`src/hw/rtl/npd_pkg.sv`:
```
// shared types and constants for the nearest point distance block
`default_nettype none

package npd_pkg;

  // coordinate width of the stored points and query positions
  localparam int COORD_BITS = 16;
  // squared component difference, sum of three squares, root width
  localparam int SQ_W   = 2 * COORD_BITS;
  localparam int SUM_W  = SQ_W + 2;
  localparam int DIST_W = SUM_W / 2;
  // root remainder, shifted remainder and step counter widths
  localparam int REM_W  = DIST_W + 1;
  localparam int SH_W   = REM_W + 2;
  localparam int STEP_W = $clog2(DIST_W);

  // item kinds
  localparam logic [1:0] KIND_CLEAR  = 2'd0;
  localparam logic [1:0] KIND_APPEND = 2'd1;
  localparam logic [1:0] KIND_QUERY  = 2'd2;

  typedef struct packed {
    logic        [1:0]            kind;
    logic signed [COORD_BITS-1:0] coord_x;
    logic signed [COORD_BITS-1:0] coord_y;
    logic signed [COORD_BITS-1:0] coord_z;
  } npd_in_t;

  typedef struct packed {
    logic [DIST_W-1:0] distance;
    logic              no_points;
  } npd_out_t;

  typedef struct packed {
    logic signed [COORD_BITS-1:0] x;
    logic signed [COORD_BITS-1:0] y;
    logic signed [COORD_BITS-1:0] z;
  } npd_point_t;

  // controller to datapath
  typedef struct packed {
    logic clear;
    logic append;
    logic query;
    logic issue;
    logic sqrt_start;
    logic load_out;
  } npd_cmd_t;

  // datapath to controller
  typedef struct packed {
    logic count_zero;
    logic issue_last;
    logic pipe_busy;
    logic sqrt_busy;
    logic out_free;
  } npd_status_t;

endpackage

`default_nettype wire

```
`src/hw/rtl/npd_ctrl.sv`:
```
// controller state machine: decodes items and sequences scan, root and result
`default_nettype none

module npd_ctrl
  import npd_pkg::*;
(
  input  wire logic        clk_i,
  input  wire logic        rst_ni,
  input  wire logic        in_valid_i,
  input  wire logic [1:0]  in_kind_i,
  output logic             in_stall_o,
  input  wire npd_status_t status_i,
  output npd_cmd_t         cmd_o
);

  typedef enum logic [4:0] {
    ST_IDLE  = 5'b00001,
    ST_SCAN  = 5'b00010,
    ST_DRAIN = 5'b00100,
    ST_SQRT  = 5'b01000,
    ST_DONE  = 5'b10000
  } state_e;

  state_e state_q, state_d;

  always_comb begin
    state_d = state_q;
    cmd_o   = '0;
    case (state_q)
      ST_IDLE: begin
        if (in_valid_i) begin
          case (in_kind_i)
            KIND_CLEAR:  cmd_o.clear  = 1'b1;
            KIND_APPEND: cmd_o.append = 1'b1;
            KIND_QUERY: begin
              cmd_o.query = 1'b1;
              state_d     = status_i.count_zero ? ST_DONE : ST_SCAN;
            end
            default: ;
          endcase
        end
      end
      ST_SCAN: begin
        cmd_o.issue = 1'b1;
        if (status_i.issue_last) begin
          state_d = ST_DRAIN;
        end
      end
      ST_DRAIN: begin
        // wait for the last point to reach the running minimum
        if (!status_i.pipe_busy) begin
          cmd_o.sqrt_start = 1'b1;
          state_d          = ST_SQRT;
        end
      end
      ST_SQRT: begin
        if (!status_i.sqrt_busy) begin
          state_d = ST_DONE;
        end
      end
      ST_DONE: begin
        if (status_i.out_free) begin
          cmd_o.load_out = 1'b1;
          state_d        = ST_IDLE;
        end
      end
      default: state_d = ST_IDLE;
    endcase
  end

  always_ff @(posedge clk_i or negedge rst_ni) begin
    if (!rst_ni) begin
      state_q <= ST_IDLE;
    end else begin
      state_q <= state_d;
    end
  end

  assign in_stall_o = (state_q != ST_IDLE);

endmodule

`default_nettype wire

```
`config.mk`:
```
export PLATFORM = sky130hd
export DESIGN_NAME = npd_ctrl
export DESIGN_NICKNAME = d
export VERILOG_FILES = /design/src/hw/rtl/npd_pkg.sv /design/src/hw/rtl/npd_ctrl.sv
export SDC_FILE = /design/constraint.sdc
export NUM_CORES = 1
export LEC_CHECK = 0
export BUFFER_PORTS_ARGS = -buffer_cell sky130_fd_sc_hd__buf_2
export CORE_AREA = 2 2 39 41
export DETAILED_ROUTE_END_ITERATION = 10
export DIE_AREA = 0 0 41 43
export GPL_TIMING_DRIVEN = 0
export SLEW_MARGIN = 20
export SYNTH_ARGS = -nofsm -noshare
export SYNTH_HDL_FRONTEND = slang
export SYNTH_SLANG_ARGS = --single-unit
```
`constraint.sdc`:
```
create_clock -name clk_i -period 1.7 [get_ports clk_i]
set_clock_uncertainty 0.05 [all_clocks]
set_input_delay 0.34 -clock clk_i [delete_from_list [all_inputs] [get_ports clk_i]]
set_output_delay 0.34 -clock clk_i [all_outputs]
set_load 0.05 [all_outputs]
```
==> metrics.yaml, run 1 <==
grt_overflow_total: 0
status: "complete, but fails checks"
numPortBuffers: 16
nNetsFinal: 97
critPathKind: "reg2out"
vias: 531
dieArea_mm2: 0.00176
ant_nets: 0
wl_per_cell_um: 13.3
max_clock_freq_mhz: 530
syn_area_um2: 464
reg_top3: "state_q (5)"
p_comb_share_pct: 70.2
synth_edf_count: 0
setup.worst_path.start_class: "flop"
yosys-top-cells-count: "6 x nand3b_1, 4 x dfrtp_1, 4 x nor2_1"
n_antenna_cell: 0
clkPwrFrac_pct: 14.0
die_x_um: 41
drc: 0
reg2reg_slack_ps: 130
cp-end-kind: "primary output"
postSynth.asyncResetShare_pct: 100
cts.sinks: 5
crit_arrival_ps: 1500
chipHeight_um: 43
place.gp.congestion: 0.739
synthTopCellsByArea: "dfrtp_1 22%, a2111oi_2 9.7%, nand3b_1 9.7%, dfstp_2 5.7%, nor4b_1 5.7%"
rsz0062_at_grt: "true"
grtUsageMet1_pct: 20.0
period_share_pct: 111
grt_pass1_wl_um: 2180
grtUsageMet2_pct: 30.9
min_path_cells: 2
syn_nets: 60
min_period_ps: 1890
r2r_end: "state_q[4]$_DFFE_PN0P_"
grt_pass1_vias: 523
grt_max_degree: 11
hold_class: "in2reg"
seqPwrFrac_pct: 15.9
place_ws_ps: -87.6
insertion_delay_ps: 250
syn_inst: 50
r2r_cells: 5
grt.met3_usage_pct: 8.38
grt.total_usage_pct: 18.7
yosysMostFrequentCell: "nand3b_1"
relSlewSlack_pct: 80.4
first_pass_iters: 5
htree_levels: 1
startpoint: "state_q[1]$_DFFE_PN0P_"
violations: "setup timing"
p_leak_uw: 0.000396
grt_busiest_layer: "met2"
reg2reg_from: "state_q[3]$_DFFE_PN0P_"
syn_area_per_cell_um2: 9.28
clockBufferDepth: 2
cts_tree: "yes"
nFillCells: 135
hold_ws_ps: 239
clk_pin_slew_ps: 60
hpwl_um: 853
grt_antenna_before_repair: 0
largest_reg_flops: 5
wirelength_um: 1360
rows: 14
num_io_pins: 17
cts_buffers: 3
maxCapViolCount: 0
synth_top_area_cell: "dfrtp_1"
ys_seq_area_share_pct: 27.2
cts_root_buffer: "clkbuf_4"
crit_path_end: "cmd_o[4]"
viasPerCell: 5.21
ys.flop_type: "dfrtp_1"
layout-drive-gt1-share_pct: 62.8
synth.top_cell.area_share_pct: 21.6
syn2layout_area_growth_pct: 82.5
core_mm2: 0.00138
p_per_area_mw_per_mm2: 1240
switching_share_pct: 41.9
largest_register: "state_q"
required_ps: 1310
cp_max_fo: 8
finalWorstSetupSlack_ps: -185
start_util_pct: 33.5
drtIter0Drc: 13
tightest_slew_ps: 294
drv_slew: 0
ys_ff_latch: 5
setup_viol: 7
ys_types: 28
p_int_uw: 610
yosysWarningCount: 0
final_hold_viol_count: 0
vdd_ir_drop_max_mv: 0.903
p_sw_uw: 439
==> logic make-up after synthesis <==
group / count (synthesis) / share of synthesized area, %
flops: 5 / 27.2
buf+inv: 8 / 9.70
simple gates: 27 / 41.2
compound gates: 10 / 21.8
==> cell usage in the layout, fill, tap and decap left out, types with 2 or more instances in the layout <==
| cell | n |
|---|---|
| buf_6 | 10 |
| clkbuf_4 | 3 |
| inv_1 | 3 |
| buf_2 | 9 |
| dfrtp_1 | 3 |
| nand3b_1 | 6 |
| buf_4 | 16 |
| nor2_4 | 2 |
| nor2b_1 | 2 |
| nor2_2 | 2 |
| a2111oi_2 | 3 |
| or3b_1 | 2 |
| nand2_1 | 2 |
| nor4b_4 | 2 |
==> through the flow <==
| stage | TNS, ps | area [um^2] | power (uW) | cells | util [%] |
|---|---|---|---|---|---|
| global route | -1250 | 847 | 1120 | 102 | 61.2 |
| CTS | -560 | 820 | 1020 | 98 | 59.2 |
| global placement | -96.1 | 636 | 681 | 82 | 45.9 |
| finish | -653 | 847 | 1050 | 102 | 61.2 |
| floorplan | -907 | 536 | 585 | 50 | - |
| detailed placement | -129 | 636 | 684 | 82 | 45.9 |
==> routing by layer <==
layer,part of all wire (%),up-vias
met1,39,244
met3,4.5,5
met4,2.6,0
met5,0,-
li1,-,262
met2,54,20
==> worst min-delay path by stage <==
stage	slack, ps	endpoint	startpoint
2_1_floorplan	-6	state_q[1]$_DFFE_PN0P_	rst_ni
3_3_place_gp	110	state_q[3]$_DFFE_PN0P_	rst_ni
3_5_place_dp	110	state_q[1]$_DFFE_PN0P_	rst_ni
4_1_cts	250	state_q[4]$_DFFE_PN0P_	status_i[0]
5_1_grt	240	state_q[1]$_DFFE_PN0P_	status_i[3]
6_report	240	state_q[1]$_DFFE_PN0P_	status_i[3]
==> repair_timing <==
item / in CTS / in global routing
resized for setup: 20 / 1
hold buffers: 1 / 0
endpoints found under the hold margin: 4 / 0
pin swaps: 6 / 7
setup buffers: 11 / 5
setup endpoints to repair: 7 / 8
cloned: 0 / 0
==> power groups by stage <==
stage / logic, uW / clock network, uW / registers (uW)
2_1_floorplan: 424 / 0 / 161
3_3_place_gp: 515 / 0 / 166
3_5_place_dp: 518 / 0 / 166
4_1_cts: 712 / 145 / 166
5_1_grt: 794 / 161 / 169
6_report: 736 / 147 / 166
==> final cells by class <==
| type | count | area, um^2 | share of cell area, % |
|---|---|---|---|
| Inverter | 3 | 11.3 | 1.33 |
| Timing Repair Buffer | 33 | 254 | 30.0 |
| Multi-Input combinational cell | 37 | 359 | 42.4 |
| Clock buffer | 4 | 26.3 | 3.10 |
| Sequential cell | 5 | 128 | 15.1 |
| Tap cell | 16 | 20.0 | 2.36 |
| Buffer | 4 | 48.8 | 5.76 |
==> critical path: stages (launching register included) <==
cell and delay, ps:
dfrtp_1 370, buf_6 140, nor2_4 140, nand3_4 110, nor4b_4 290, buf_6 190
Power figures use the tool's default switching activity.
==> run 2, diff against run 1 <==
Settings changed: RECOVER_POWER from default to 100.
==> metrics.yaml, run 2 (synthesis gave the netlist of run 1 again) <==
min_period_ps: 1890  # +0.157 ps
core_mm2: 0.00138  # unchanged
vdd_ir_drop_max_mv: 0.901  # -0.22%
drc: 0  # unchanged
cts_tree: "yes"
vias: 531  # unchanged
period_share_pct: 111  # about the same
tightest_slew_ps: 294  # unchanged
hold_class: "in2reg"
layout-drive-gt1-share_pct: 61.6  # -1.2 points
viasPerCell: 5.21  # unchanged
num_io_pins: 17  # unchanged
setup_viol: 7  # unchanged
first_pass_iters: 5  # unchanged
relSlewSlack_pct: 80.4  # unchanged
largest_reg_flops: 5  # unchanged
place_ws_ps: -87.6  # unchanged
hpwl_um: 853  # unchanged
p_leak_uw: 0.000393  # -0.70%
grt_overflow_total: 0  # unchanged
start_util_pct: 33.5  # unchanged
layout_common_cells: "16 x buf_4, 10 x buf_6, 8 x buf_2"
cts_buffers: 3  # unchanged
grt.total_usage_pct: 18.7  # unchanged
nFillCells: 134  # -0.74%
n_antenna_cell: 0  # unchanged
nNetsFinal: 97  # unchanged
cp-end-kind: "primary output"
rows: 14  # unchanged
status: "complete, but fails checks"
crit_arrival_ps: 1500  # about the same
max_clock_freq_mhz: 530  # about the same
reg_top3: "state_q (5)"
place.gp.congestion: 0.739  # unchanged
rsz0062_at_grt: "true"
ant_nets: 0  # unchanged
grt_max_degree: 11  # unchanged
total_power_uw: 1050  # about the same
cts.sinks: 5  # unchanged
insertion_delay_ps: 250  # about the same
setup.worst_path.start_class: "flop"
grt_antenna_before_repair: 0  # unchanged
largest_register: "state_q"
cts_root_buffer: "clkbuf_4"
drv_slew: 0  # unchanged
die_x_um: 41  # unchanged
critPathKind: "reg2out"
finalWorstSetupSlack_ps: -186  # -0.157 ps
clockBufferDepth: 2  # unchanged
grt_pass1_vias: 523  # unchanged
wirelength_um: 1360  # unchanged
maxCapViolCount: 0  # unchanged
hold_ws_ps: 239  # -0.154 ps
final_hold_viol_count: 0  # unchanged
clk_pin_slew_ps: 60  # about the same
numPortBuffers: 16  # unchanged
dieArea_mm2: 0.00176  # unchanged
p_per_area_mw_per_mm2: 1240  # about the same
final_common_cell: "buf_4"
syn2layout_area_growth_pct: 82.2
fin_util_pct: 61.1  # -0.090 points
required_ps: 1310  # about the same
drtIter0Drc: 12  # -1
setup-tns-final_ps: -654  # -0.412 ps
htree_levels: 1  # unchanged
grt_pass1_wl_um: 2180  # unchanged
cp_max_fo: 8  # unchanged
wl_per_cell_um: 13.3  # unchanged
violations: "setup timing"
chipHeight_um: 43  # unchanged
## run 2: where the power goes
part | total (uW) | switching [uW] | internal (uW)
Combinational | 735 | 367 | 369
Sequential | 166 | 15.0 | 151
Clock | 146 | 57.1 | 89.3
## run 2: path summary, 6_finish.rpt
kind                                        startpoint  slack, ps  depth (start not counted)                     end
worst min register to register  state_q[2]$_DFFE_PN0P_        590                          3  state_q[2]$_DFFE_PN0P_
max in group asynchronous                       rst_ni        880                          2  state_q[0]$_DFFE_PN1P_
worst max-delay path            state_q[1]$_DFFE_PN0P_       -190                          5                cmd_o[4]
min in group asynchronous                       rst_ni        420                          2  state_q[2]$_DFFE_PN0P_
worst max register to register  state_q[3]$_DFFE_PN0P_        130                          5  state_q[4]$_DFFE_PN0P_
worst min-delay path                       status_i[3]        240                          2  state_q[1]$_DFFE_PN0P_
## run 2: cell type report
class,count,area (um^2),area share (%)
inverter,3,11.3,1.33
sequential,5,128,15.1
clock buffer,4,26.3,3.11
tap,16,20.0,2.37
multi-input combinational,37,359,42.5
timing repair buffer,33,253,29.9
buffer,4,48.8,5.77
## run 2: critical path, cell delays in order, from the launching register on
cell     delay (ps)
dfrtp_1         370
buf_6           140
nor2_4          140
nand3_4         110
nor4b_4         290
buf_6           190
## run 2: repair_timing
item / in CTS / in global routing
hold buffers: 1 / 0
setup endpoints to repair: 7 / 8
pin swaps: 6 / 7
hold endpoints to repair: 4 / 0
setup buffers: 11 / 5
gates cloned: 0 / 0
resized for setup: 20 / 1
## run 2: metrics by stage
stage,instance area (um^2),std cells
floorplan,536,50
global placement,636,82
detailed placement,636,82
CTS,820,98
global route,846,102
finish,846,102
## run 2: routing by layer
metal	routed length, um	global-route usage [%]
met2	730	30.9
met1	532	20.0
met5	0	0
met4	35	6.00
met3	61	8.38
==> run 3, diff against run 2 <==
Settings changed: BUFFER_PORTS_ARGS -buffer_cell sky130_fd_sc_hd__buf_2 to default, CELL_PAD_IN_SITES_DETAIL_PLACEMENT from default to 1, CELL_PAD_IN_SITES_GLOBAL_PLACEMENT from default to 2, CORE_AREA 2 2 39 41 to default, CORE_MARGIN from default to 2, CORE_UTILIZATION from default to 33, DIE_AREA 0 0 41 43 to default, DONT_BUFFER_PORTS from default to 1, PLACE_DENSITY_LB_ADDON from default to 0.1.
==> metrics.yaml, run 3 (synthesis gave the netlist of run 1 again) <==
wirelength_um: 1880  # +38%
largest_reg_flops: 5  # unchanged
min_period_ps: 2250  # +361 ps
grt_max_degree: 11  # unchanged
finalWorstSetupSlack_ps: -546  # -361 ps
layout-drive-gt1-share_pct: 59.2  # -2.4 points
regArea_um2: 126  # -0.98%
start_util_pct: 35.7  # +2.1 points
cts.sinks: 5  # unchanged
place.gp.congestion: 0.708  # -4.1%
hpwl_um: 993  # +16%
chipHeight_um: 41.5  # -3.5%
ant_nets: 0  # unchanged
grt_overflow_total: 0  # unchanged
fin_util_pct: 62.8  # +1.7 points
wl_per_cell_um: 20.6  # +55%
cts_buffers: 3  # unchanged
max_clock_freq_mhz: 445  # -16%
cts_tree: "yes"
dieArea_mm2: 0.00172  # -2.3%
drtIter0Drc: 6  # -6
grt.total_usage_pct: 22.3  # +3.6 points
syn2layout_area_growth_pct: 76.0
p_leak_uw: 0.000350  # -11%
num_io_pins: 17  # unchanged
first_pass_iters: 2  # -3
core_mm2: 0.00130  # -6.0%
grt_pass1_vias: 574  # +9.8%
multi_input_area_um2: 392  # +9.1%
setup_viol: 6  # -1
vias: 508  # -4.3%
drc: 0  # unchanged
status: "complete, but fails checks"
p_per_area_mw_per_mm2: 1310  # +5.4%
layout_common_cells: "18 x buf_4, 6 x nand3b_1, 4 x buf_6, 4 x nor2_4, 4 x dfrtp_1"
clockBufferDepth: 2  # unchanged
htree_levels: 1  # unchanged
grt_pass1_wl_um: 2830  # +30%
place_ws_ps: -410  # -322 ps
grt_antenna_before_repair: 0  # unchanged
required_ps: 1310  # about the same
nNetsFinal: 87  # -10%
largest_register: "state_q"
rows: 13  # -1
violations: "setup timing"
die_x_um: 41.5  # +1.2%
setup-tns-final_ps: -2390  # -1740 ps
cts_root_buffer: "clkbuf_4"
period_share_pct: 132  # +21 points
maxCapViolCount: 0  # unchanged
numPortBuffers: 0  # -16
n_antenna_cell: 0  # unchanged
tightest_slew_ps: 738  # +444 ps
vdd_ir_drop_max_mv: 0.657  # -27%
crit_arrival_ps: 1860  # +360 ps
rsz0062_at_grt: "true"
setup.worst_path.start_class: "flop"
critPathKind: "reg2out"
cp-end-kind: "primary output"
final_hold_viol_count: 0  # unchanged
reg_top3: "state_q (5)"
relSlewSlack_pct: 50.6  # -30 points
insertion_delay_ps: 240  # about the same
nFillCells: 145  # +8.2%
clk_pin_slew_ps: 50  # about the same
final_common_cell: "buf_4"
hold_class: "in2reg"
cp_max_fo: 5  # -3
viasPerCell: 5.58  # +7.2%
drv_slew: 0  # unchanged
-- run 3: cell count changes in the layout (fill, tap and decap cells not counted), sizes merged --
cell / before / now
buf: 35 / 25
clkinvlp: 0 / 1
inv: 3 / 2
-- run 3: worst paths after layout --
check / startpoint / to / slack [ps] / depth (start not counted)
min in group asynchronous: rst_ni / state_q[4]$_DFFE_PN0P_ / 340 / 1
setup / recovery: state_q[2]$_DFFE_PN0P_ / cmd_o[4] / -550 / 4
hold / removal: status_i[0] / state_q[4]$_DFFE_PN0P_ / 130 / 1
setup reg to reg: state_q[2]$_DFFE_PN0P_ / state_q[0]$_DFFE_PN1P_ / 60 / 6
max in group asynchronous: rst_ni / state_q[0]$_DFFE_PN1P_ / 1000 / 1
hold reg to reg: state_q[1]$_DFFE_PN0P_ / state_q[3]$_DFFE_PN0P_ / 640 / 3
-- run 3: area by class of cell --
cell class,count,area share (%)
inverters,3,1.84
multi-input cells,37,47.9
repair buffers,23,23.3
plain buffers,4,5.97
well taps,15,2.30
flip-flops and latches,5,15.5
clock buffers,4,3.22
-- run 3: layer usage --
metal,vias to the layer above,track usage (%),routed length (um)
met1,255,24.1,811
met4,0,14.8,14
met2,13,38.1,987
met5,-,0,0
met3,2,5.22,63
li1,238,-,-
-- run 3: worst max-delay path, cell delays in order, from the launching register on --
cell and delay, ps:
dfrtp_1 400, buf_6 130, nor2_4 130, nand3_4 250, nor4b_4 700
-- run 3: what timing repair did --
item / 4_1_cts / 5_1_grt
buffers inserted: 12 / 10
resized for setup: 13 / 5
pin swaps: 6 / 4
endpoints found under the setup margin: 6 / 6
endpoints found under the hold margin: 5 / 0
hold buffers: 1 / 0
-- run 3: power breakdown --
part / switching (uW) / internal, uW
registers: 15.7 / 151
logic: 414 / 341
clock network: 55.9 / 89.2
-- run 3: stage by stage --
| stage | power, uW | instances | hold WS [ps] | cell area, um^2 |
|---|---|---|---|---|
| final | 1070 | 91 | 133 | 817 |
| after global routing | 1120 | 91 | 147 | 817 |
| after CTS | 984 | 82 | 129 | 736 |
| after detailed placement | 649 | 65 | -5.51 | 554 |
| after global placement | 635 | 65 | -5.49 | 554 |
| after floorplan | 585 | 50 | -5.59 | 536 |
